## config.mk

```make
export PLATFORM = sky130hd
export DESIGN_NAME = week_number_of_date
export DESIGN_NICKNAME = d
export VERILOG_FILES = /design/src/rtl/wnd_pkg.sv /design/src/rtl/week_number_of_date.sv
export SDC_FILE = /design/constraint.sdc
export NUM_CORES = 1
export LEC_CHECK = 0
export BUFFER_PORTS_ARGS = -buffer_cell sky130_fd_sc_hd__buf_2
export CORE_UTILIZATION = 30
export DETAILED_ROUTE_END_ITERATION = 6
export HOLD_SLACK_MARGIN = 0.05
export PLACE_DENSITY = 0.54
export RECOVER_POWER = 100
export SYNTH_ARGS = -nofsm -noshare
export SYNTH_HDL_FRONTEND = slang
export SYNTH_SLANG_ARGS = --single-unit
export TNS_END_PERCENT = 20
```

## constraint.sdc

```tcl
create_clock -name clk -period 10.26 [get_ports clk]
set_input_delay 0 -clock clk [delete_from_list [all_inputs] [get_ports clk]]
set_output_delay 0 -clock clk [all_outputs]
set_load 0.02 [all_outputs]
```

## src/rtl/wnd_pkg.sv

```systemverilog
package wnd_pkg;

  localparam int unsigned YearW  = 13;
  localparam int unsigned MonthW = 4;
  localparam int unsigned DayW   = 5;
  localparam int unsigned WeekW  = 6;
  localparam int unsigned DoyW   = 9;

  localparam logic [YearW-1:0] MinYear = 13'd1753;
  localparam logic [YearW-1:0] MaxYear = 13'd8000;

  // Weekday codes, Monday = 1 .. Sunday = 7.
  localparam logic [2:0] Thursday = 3'd4;
  localparam logic [2:0] Friday   = 3'd5;
  localparam logic [2:0] Saturday = 3'd6;

  localparam logic [WeekW-1:0] LongYearWeeks  = 6'd53;
  localparam logic [WeekW-1:0] ShortYearWeeks = 6'd52;

  typedef logic [YearW-1:0] year_t;
  typedef logic [DoyW-1:0]  doy_t;

  // Days in the month for a common year; codes that are not months give 0.
  function automatic logic [DayW-1:0] month_len(input logic [MonthW-1:0] m);
    logic [DayW-1:0] len;
    unique case (m)
      4'd1, 4'd3, 4'd5, 4'd7, 4'd8, 4'd10, 4'd12: len = 5'd31;
      4'd4, 4'd6, 4'd9, 4'd11:                   len = 5'd30;
      4'd2:                                      len = 5'd28;
      default:                                   len = 5'd0;
    endcase
    return len;
  endfunction

  // Days in the months before this one for a common year.
  function automatic doy_t days_before(input logic [MonthW-1:0] m);
    doy_t n;
    unique case (m)
      4'd2:    n = 9'd31;
      4'd3:    n = 9'd59;
      4'd4:    n = 9'd90;
      4'd5:    n = 9'd120;
      4'd6:    n = 9'd151;
      4'd7:    n = 9'd181;
      4'd8:    n = 9'd212;
      4'd9:    n = 9'd243;
      4'd10:   n = 9'd273;
      4'd11:   n = 9'd304;
      4'd12:   n = 9'd334;
      default: n = 9'd0;
    endcase
    return n;
  endfunction

  // Quotient by 100 through a reciprocal; exact for any 13-bit value.
  function automatic logic [6:0] div100(input year_t x);
    logic [25:0] p;
    p = 26'(x) * 26'd5243;
    return p[25:19];
  endfunction

  // Remainder by 7 of a 14-bit value through a reciprocal.
  function automatic logic [2:0] mod7_14(input logic [13:0] x);
    logic [31:0] p;
    logic [13:0] q;
    logic [13:0] r;
    p = 32'(x) * 32'd37450;
    q = p[31:18];
    r = x - 14'(q * 14'd7);
    return r[2:0];
  endfunction

endpackage

```

## src/rtl/week_number_of_date.sv

```systemverilog
// Week number of a Gregorian date. A request (year, month, day) is taken on
// every clock edge at which start is high; busy never rises, so a new date
// may follow in every cycle. Each request gives exactly one result, shown
// for one cycle with out_valid high; the receiver cannot hold results off,
// so it must take every strobed result. The work is split over three
// register stages: the first divides the year by 100 and forms the weekday
// sum of January 1, the second finds leap years, the weekday of January 1
// and the day of the year, and the third divides the day count by seven
// and picks the week. With start_on_monday set (the reset value) weeks
// follow ISO 8601; with it clear, weeks start on Sunday and a year that
// opens on a Friday or a Saturday hands its first days to the last week
// of the previous year. A year outside 1753 to 8000, a month outside 1
// to 12 or a day that is zero or past the month's end gives out_date_ok
// low and zero fields. The mode register is written through the cfg port,
// which is always ready; write it only while no request is in flight.
module week_number_of_date (
  input  logic        clk,
  input  logic        rst_n,
  // Request channel
  input  logic        start,
  output logic        busy,
  input  logic [12:0] in_year_in,
  input  logic [3:0]  in_month_in,
  input  logic [4:0]  in_day_in,
  // Result channel
  output logic        out_valid,
  output logic        out_date_ok,
  output logic [5:0]  out_week_number,
  output logic [12:0] out_week_year,
  // Mode register write
  input  logic        cfg_valid,
  output logic        cfg_ready,
  input  logic        cfg_start_on_monday
);

  logic mode_r;

  // Input register.
  logic                 v0_r;
  wnd_pkg::year_t       y0_r;
  logic [3:0]           m0_r;
  logic [4:0]           d0_r;

  // Stage one.
  logic                 v1_r;
  wnd_pkg::year_t       y1_r;
  logic [4:0]           d1_r;
  wnd_pkg::doy_t        dbase1_r;
  logic [4:0]           mlen1_r;
  logic                 mgt2_1_r;
  logic                 meq2_1_r;
  logic                 ok1_r;
  logic [13:0]          sum1_r;
  logic [6:0]           qy1_r;
  logic [6:0]           qyy1_r;

  // Stage two.
  logic                 v2_r;
  wnd_pkg::year_t       y2_r;
  logic                 ok2_r;
  wnd_pkg::doy_t        doy2_r;
  logic [2:0]           jan2_r;
  logic                 leap2_r;
  logic                 leapp2_r;

  // Result register.
  logic                 out_valid_r;
  logic                 out_date_ok_r;
  logic [5:0]           out_week_number_r;
  wnd_pkg::year_t       out_week_year_r;

  // The block never stalls a request, and the mode register takes any write.
  assign busy      = 1'b0;
  assign cfg_ready = 1'b1;

  always_ff @(posedge clk) begin
    if (!rst_n) begin
      mode_r <= 1'b1;
    end else if (cfg_valid) begin
      mode_r <= cfg_start_on_monday;
    end
  end

  // ---------------------------------------------------------------------
  // Stage one: range checks, month tables and the weekday sum of
  // January 1, y-1 + (y-1)/4 - (y-1)/100 + (y-1)/400 + 1.
  // ---------------------------------------------------------------------
  wnd_pkg::year_t yy;
  logic [6:0]     qyy;
  logic [13:0]    sum_nxt;
  logic           ok_nxt;

  always_comb begin
    yy      = y0_r - 13'd1;
    qyy     = wnd_pkg::div100(yy);
    sum_nxt = 14'(yy) + 14'(yy[12:2]) - 14'(qyy) + 14'(qyy[6:2]) + 14'd1;
    ok_nxt  = (y0_r >= wnd_pkg::MinYear) && (y0_r <= wnd_pkg::MaxYear) &&
              (m0_r >= 4'd1) && (m0_r <= 4'd12) && (d0_r != 5'd0);
  end

  // ---------------------------------------------------------------------
  // Stage two: leap years of this and the previous year, day of year,
  // final month-length check and the weekday of January 1.
  // ---------------------------------------------------------------------
  logic       leap;
  logic       leapp;
  logic [2:0] jmod;
  logic [2:0] jan_nxt;
  logic [5:0] mlen;

  always_comb begin
    leap    = (y1_r[1:0] == 2'd0) &&
              ((y1_r != 13'(13'(qy1_r) * 13'd100)) || (qy1_r[1:0] == 2'd0));
    leapp   = (y1_r[1:0] == 2'd1) &&
              ((13'(y1_r - 13'd1) != 13'(13'(qyy1_r) * 13'd100)) ||
               (qyy1_r[1:0] == 2'd0));
    jmod    = wnd_pkg::mod7_14(sum1_r);
    jan_nxt = (jmod == 3'd0) ? 3'd7 : jmod;
    mlen    = 6'(mlen1_r) + 6'(meq2_1_r && leap);
  end

  // ---------------------------------------------------------------------
  // Stage three: with x = doy + jan1 - 2, the weekday minus one is x mod 7
  // and the week count (doy + 7 - dow + jan1 - 1) / 7 is x / 7 + 1.
  // ---------------------------------------------------------------------
  logic [8:0]  x;
  logic [20:0] xp;
  logic [6:0]  q;
  logic [8:0]  rr;
  logic [2:0]  dow;
  logic [2:0]  sdow;
  logic [5:0]  wk_base;
  logic [5:0]  wk_sun;
  logic        late_jan1;
  logic [8:0]  total;
  logic [9:0]  tail;
  logic [5:0]  wk;
  wnd_pkg::year_t wy;

  always_comb begin
    x         = doy2_r + 9'(jan2_r) - 9'd2;
    xp        = 21'(x) * 21'd2341;
    q         = xp[20:14];
    rr        = x - 9'(9'(q) * 9'd7);
    dow       = rr[2:0] + 3'd1;
    sdow      = (dow == 3'd7) ? 3'd0 : dow;
    wk_base   = 6'(q) + 6'd1;
    // A Sunday counts in the following week when weeks start on Sunday.
    wk_sun    = wk_base + 6'(dow == 3'd7);
    late_jan1 = (jan2_r > wnd_pkg::Thursday);
    total     = leap2_r ? 9'd366 : 9'd365;
    tail      = 10'(total) - 10'(doy2_r);
    wk        = wk_base;
    wy        = y2_r;

    if (mode_r) begin
      priority if (late_jan1 && (10'(doy2_r) + 10'(jan2_r) <= 10'd8)) begin
        // Early January days belong to the last week of the previous year.
        wy = y2_r - 13'd1;
        wk = ((jan2_r == wnd_pkg::Friday) ||
              ((jan2_r == wnd_pkg::Saturday) && leapp2_r)) ?
             wnd_pkg::LongYearWeeks : wnd_pkg::ShortYearWeeks;
      end else if ((dow < wnd_pkg::Thursday) &&
                   (tail + 10'(dow) < 10'd4)) begin
        // Late December days fall in week one of the next year.
        wy = y2_r + 13'd1;
        wk = 6'd1;
      end else begin
        wy = y2_r;
        wk = wk_base - 6'(late_jan1);
      end
    end else begin
      priority if (((jan2_r == wnd_pkg::Friday) || (jan2_r == wnd_pkg::Saturday)) &&
                   (10'(doy2_r) + 10'(jan2_r) <= 10'd7)) begin
        wy = y2_r - 13'd1;
        wk = (jan2_r == wnd_pkg::Saturday) ?
             wnd_pkg::LongYearWeeks : wnd_pkg::ShortYearWeeks;
      end else if ((sdow < wnd_pkg::Thursday) &&
                   (tail + 10'(sdow) < 10'd4)) begin
        wy = y2_r + 13'd1;
        wk = 6'd1;
      end else begin
        wy = y2_r;
        wk = wk_sun - 6'(late_jan1);
      end
    end
  end

  // Control state of the pipeline.
  always_ff @(posedge clk) begin
    if (!rst_n) begin
      v0_r        <= 1'b0;
      v1_r        <= 1'b0;
      v2_r        <= 1'b0;
      out_valid_r <= 1'b0;
    end else begin
      v0_r        <= start;
      v1_r        <= v0_r;
      v2_r        <= v1_r;
      out_valid_r <= v2_r;
    end
  end

  // Payload registers.
  always_ff @(posedge clk) begin
    if (start) begin
      y0_r <= in_year_in;
      m0_r <= in_month_in;
      d0_r <= in_day_in;
    end
    y1_r     <= y0_r;
    d1_r     <= d0_r;
    dbase1_r <= wnd_pkg::days_before(m0_r) + 9'(d0_r);
    mlen1_r  <= wnd_pkg::month_len(m0_r);
    mgt2_1_r <= (m0_r > 4'd2);
    meq2_1_r <= (m0_r == 4'd2);
    ok1_r    <= ok_nxt;
    sum1_r   <= sum_nxt;
    qy1_r    <= wnd_pkg::div100(y0_r);
    qyy1_r   <= qyy;

    y2_r     <= y1_r;
    ok2_r    <= ok1_r && (6'(d1_r) <= mlen);
    doy2_r   <= dbase1_r + 9'(mgt2_1_r && leap);
    jan2_r   <= jan_nxt;
    leap2_r  <= leap;
    leapp2_r <= leapp;

    out_date_ok_r     <= ok2_r;
    out_week_number_r <= ok2_r ? wk : 6'd0;
    out_week_year_r   <= ok2_r ? wy : 13'd0;
  end

  assign out_valid       = out_valid_r;
  assign out_date_ok     = out_date_ok_r;
  assign out_week_number = out_week_number_r;
  assign out_week_year   = out_week_year_r;

endmodule

```

==> summary.md <==
| Metric | Value |
|---|---|
| Outcome | finished, violations left |
| Worst hold-check path type | input pin to flop |
| Number of violations reported at the end of detailed-routing iteration 0 | 556 |
| I/O pin count | 50 |
| Largest net degree at the start of global routing | 30 |
| Router iterations before antenna repair | 5 |
| Routed vias/inst | 4.58 |
| Post-Syn Instances | 2020 |
| Kind of capture point of the worst setup path | flop |
| Most common cell after layout, fill and taps aside | ha_1 |
| # rows | 92 |
| Clock tree from TritonCTS | done |
| Cell count after placement | 2924 |
| DRC viols | 0 |
| Compound-gate portion of the synthesized area | 9.50% |
| Min Clock Period, post-route | 9610 ps |
| Final slew viol count | 30 |
| Endpoints failing setup | 0 |
| Maximum buffer depth of the clock tree | 2 |
| Standard cell core area | 63200 um2 |
| Peak fanout along the critical path | 14 |
| Final setup skew | 15.3 ps |
| Syn. warnings | 0 |
| Filler Cells Inserted | 6483 |
| Violations in the final reports | max-capacitance violations, max-slew violations |
| Number of synthesized flops with an enable pin | 22 |
| Port buffer count | 47 |
| Setup tns final | 0 ps |
| Portion of netlist area occupied by mux cells | 1.02% |
| Signed area change from the synthesized netlist to the final layout | 11.9% |
| Peak per-stage delay on the critical path | 640 ps |
| Layout cells sized above 1 | 5.28% |
| Crit-path leading delay family | adder cells |
| Arrival time at the worst endpoint | 9980 ps |
| Destination of the worst hold path | y0_r[1]$_DFFE_PP_ |
| Clock Root Buffer | clkbuf_16 |
| Final-stage net count | 2783 |
| Number of unique standard cell types used by synthesis | 86 |
| Worst Path Buf+Inv | 9 |
| Share of the yosys chip area belonging to registers | 16.2% |
| Synth Cell Area | 19200 um2 |
| Syn_area_per_cell | 9.51 um2 |
| Antenna violation net count after detailed routing | 0 |
| Predominant post-synthesis flop cell | dfxtp_1 |
| Dominant combinational cell family by area after synthesis | adder cells |
| Worst slack after detailed placement | 329 ps |
| Number of cells on the worst reg-to-reg path | 41 |
| Overall die height | 255 um |
| Worst flop-to-flop path endpoint | out_week_year[4]$_SDFF_PN0_ |
| Floorplan die area | 65100 um2 |
| RD Place Congestion | 0.874 |
| Net count after synthesis | 2677 |
| Area of the multi-input gates | 14400 um2 |
| Achievable frequency | 104 MHz |
| GRT Total Usage | 13.8% |
| Worst R2R Start | jan2_r[1]$_SDFF_PN1_ |
| Slowest library cell on the worst path | or4b_2 |
| Async set or reset register ratio after synthesis | 0% |
| Synth Area in Adders | 47.7% |
| Post-route fraction of the period consumed by the critical path | 93.7% |
| Number of diodes | 0 |
| Total count of hold-check failures in the final report | 0 |
| Setup Crit Path Kind | flop to flop |
| RSZ-0062 raised after global routing | false |
| Xor-xnor portion of the synthesized cell area | 7.23% |
| Minimum setup slack in the final design | 648 ps |
| Latest clock arrival within the worst-skew pair | 470 ps |
| H-tree Lvls | 4 |
| Clock edge transition at the registers on the reported setup and hold paths | 70 ps |
| Number of cells in the finished layout apart from fillers | 2985 |
| Category of the worst setup path launch point | flop |
| Hold Path Depth | 2 |
| Routed len/inst | 14.3 um |
| Least-Margin Pin Slew | 1800 ps |
| Half-perimeter wire length after detailed placement | 36700 um |
| Initial standard-cell utilization of the core | 30.4% |
| Aggregate global routing overflow | 0 |
| Number of antenna violations at the first check in global routing | 0 |
| Critical Path RT | 10630 ps |
| Seq. cell area | 3120 um2 |
| Total detailed-routing wirelength | 42600 um |
| Slack of the worst reg-to-reg path | 650 ps |
| Leading cell types in the layout, fill and taps excluded | ha_1, inv_1, fa_1, dfxtp_1, xnor2_1 |
| Post-Synth Simple-Gate Area | 9.20% |
| Start point of the worst hold path | in_year_in[1] |
| Most frequent CP cell | ha_1 |
| Flip-flop and latch count after synthesis | 145 |
| Number of sinks driven by the clock tree | 145 |
| Overall die width | 255 um |
| Number of global-route vias before repair | 14331 |
| Relative slew margins | -19.7% |
| Number of maximum-capacitance violations | 1 |
| Wire length of the first global-routing pass | 71300 um |
| Number of CTS-inserted buffers | 17 |
| Count of vias placed by the detailed router | 13663 |
## flip-flops by register name, indices dropped and copies added (netlist names), 6 cells and up, named ones only
signal           flops
qyy1_r               7
y2_r                13
doy2_r               9
y0_r                13
out_week_year       13
sum1_r              14
y1_r                13
dbase1_r             9
qy1_r                7
out_week_number      6
## Yosys cell counts (all sizes together) (7+ instances only)
| master | n | area [um2] |
|---|---|---|
| a21boi | 7 | 52.6 |
| a21o | 30 | 225 |
| a21oi | 70 | 350 |
| a221oi | 7 | 67.6 |
| a31oi | 12 | 75.1 |
| and2 | 16 | 100 |
| and3 | 13 | 81.3 |
| buf | 10 | 60.1 |
| clkbuf | 15 | 56.3 |
| dfxtp | 123 | 2460 |
| edfxtp | 22 | 661 |
| fa | 171 | 3420 |
| ha | 459 | 5740 |
| inv | 430 | 1610 |
| mux2i | 15 | 150 |
| nand2 | 94 | 353 |
| nand2b | 28 | 175 |
| nand3 | 26 | 135 |
| nand4 | 19 | 119 |
| nor2 | 61 | 231 |
| nor2b | 14 | 87.6 |
| nor3 | 25 | 140 |
| nor4 | 7 | 43.8 |
| o211ai | 14 | 105 |
| o21a | 8 | 60.1 |
| o21ai | 57 | 285 |
| o21bai | 9 | 67.6 |
| or3 | 7 | 43.8 |
| or4 | 8 | 60.1 |
| xnor2 | 105 | 927 |
| xor2 | 45 | 394 |
## repair_timing
item                       CTS  global route
setup endpoints to repair    0            17
hold endpoints to repair    34             0
hold buffers                24             0
setup buffers                0             5
resized for setup            0             9
## worst register-to-register path: cells and delay by family, from the launching register on
family                   cells  cell delay [ps]
AO/OA/AOI/OAI                9             1730
AND/OR/NAND/NOR              5             1340
XOR/XNOR                     6             1430
buffers and inverters        9              990
flip-flops                   1              370
adder cells (fa/ha/maj)     10             3280
multiplexers                 2              380
## area by class of cell
cell class	count	share of cell area (%)
multi-input combinational	1419	66.9
clock inverter	15	0.896
inverter	431	7.52
tap	846	4.92
sequential	145	14.5
clock buffer	17	1.98
timing repair buffer	112	3.30
## per-stage QoR
stage | util (%) | instance area (um2) | hold WS (ps)
2_1_floorplan | - | 19200 | 61.9
3_3_place_gp | 32.7 | 20700 | 177
3_5_place_dp | 32.7 | 20700 | 178
4_1_cts | 34.1 | 21500 | 116
5_1_grt | 34.0 | 21500 | 218
6_report | 34.0 | 21500 | 245
## layer usage
layer | vias to the layer above | GRT usage, % | share of wire [%]
li1 | 6885 | - | -
met1 | 6606 | 17.3 | 47
met2 | 139 | 24.8 | 50
met3 | 33 | 1.65 | 2.0
met4 | 0 | 3.37 | 1.1
met5 | - | 0 | 0
## logic make-up after synthesis
kind of cell               Yosys count
other                                2
DFF                                145
muxes                               19
buffers and inverters              456
adders and majority gates          631
AOI/OAI and AO/OA                  273
xor gates and xnor gates           153
and+or+nand+nor                    341
## worst max path at each step
stage | start | end | slack, ps | cells after the start
after global placement | doy2_r[2]$_DFF_P_ | out_week_year[9]$_SDFF_PN0_ | 570 | 40
after CTS | jan2_r[1]$_SDFF_PN1_ | out_week_year[9]$_SDFF_PN0_ | 290 | 41
after detailed placement | jan2_r[1]$_SDFF_PN1_ | out_week_year[9]$_SDFF_PN0_ | 330 | 41
final | jan2_r[1]$_SDFF_PN1_ | out_week_year[4]$_SDFF_PN0_ | 650 | 41
after global routing | jan2_r[1]$_SDFF_PN1_ | out_week_year[12]$_SDFF_PN0_ | 9 | 42
after floorplan | y0_r[2]$_DFFE_PP_ | sum1_r[13]$_DFF_P_ | 840 | 37
Power is left out: the tool's default activity adds up to more than one toggle a clock period on the data nets, which glitch-free logic cannot reach.
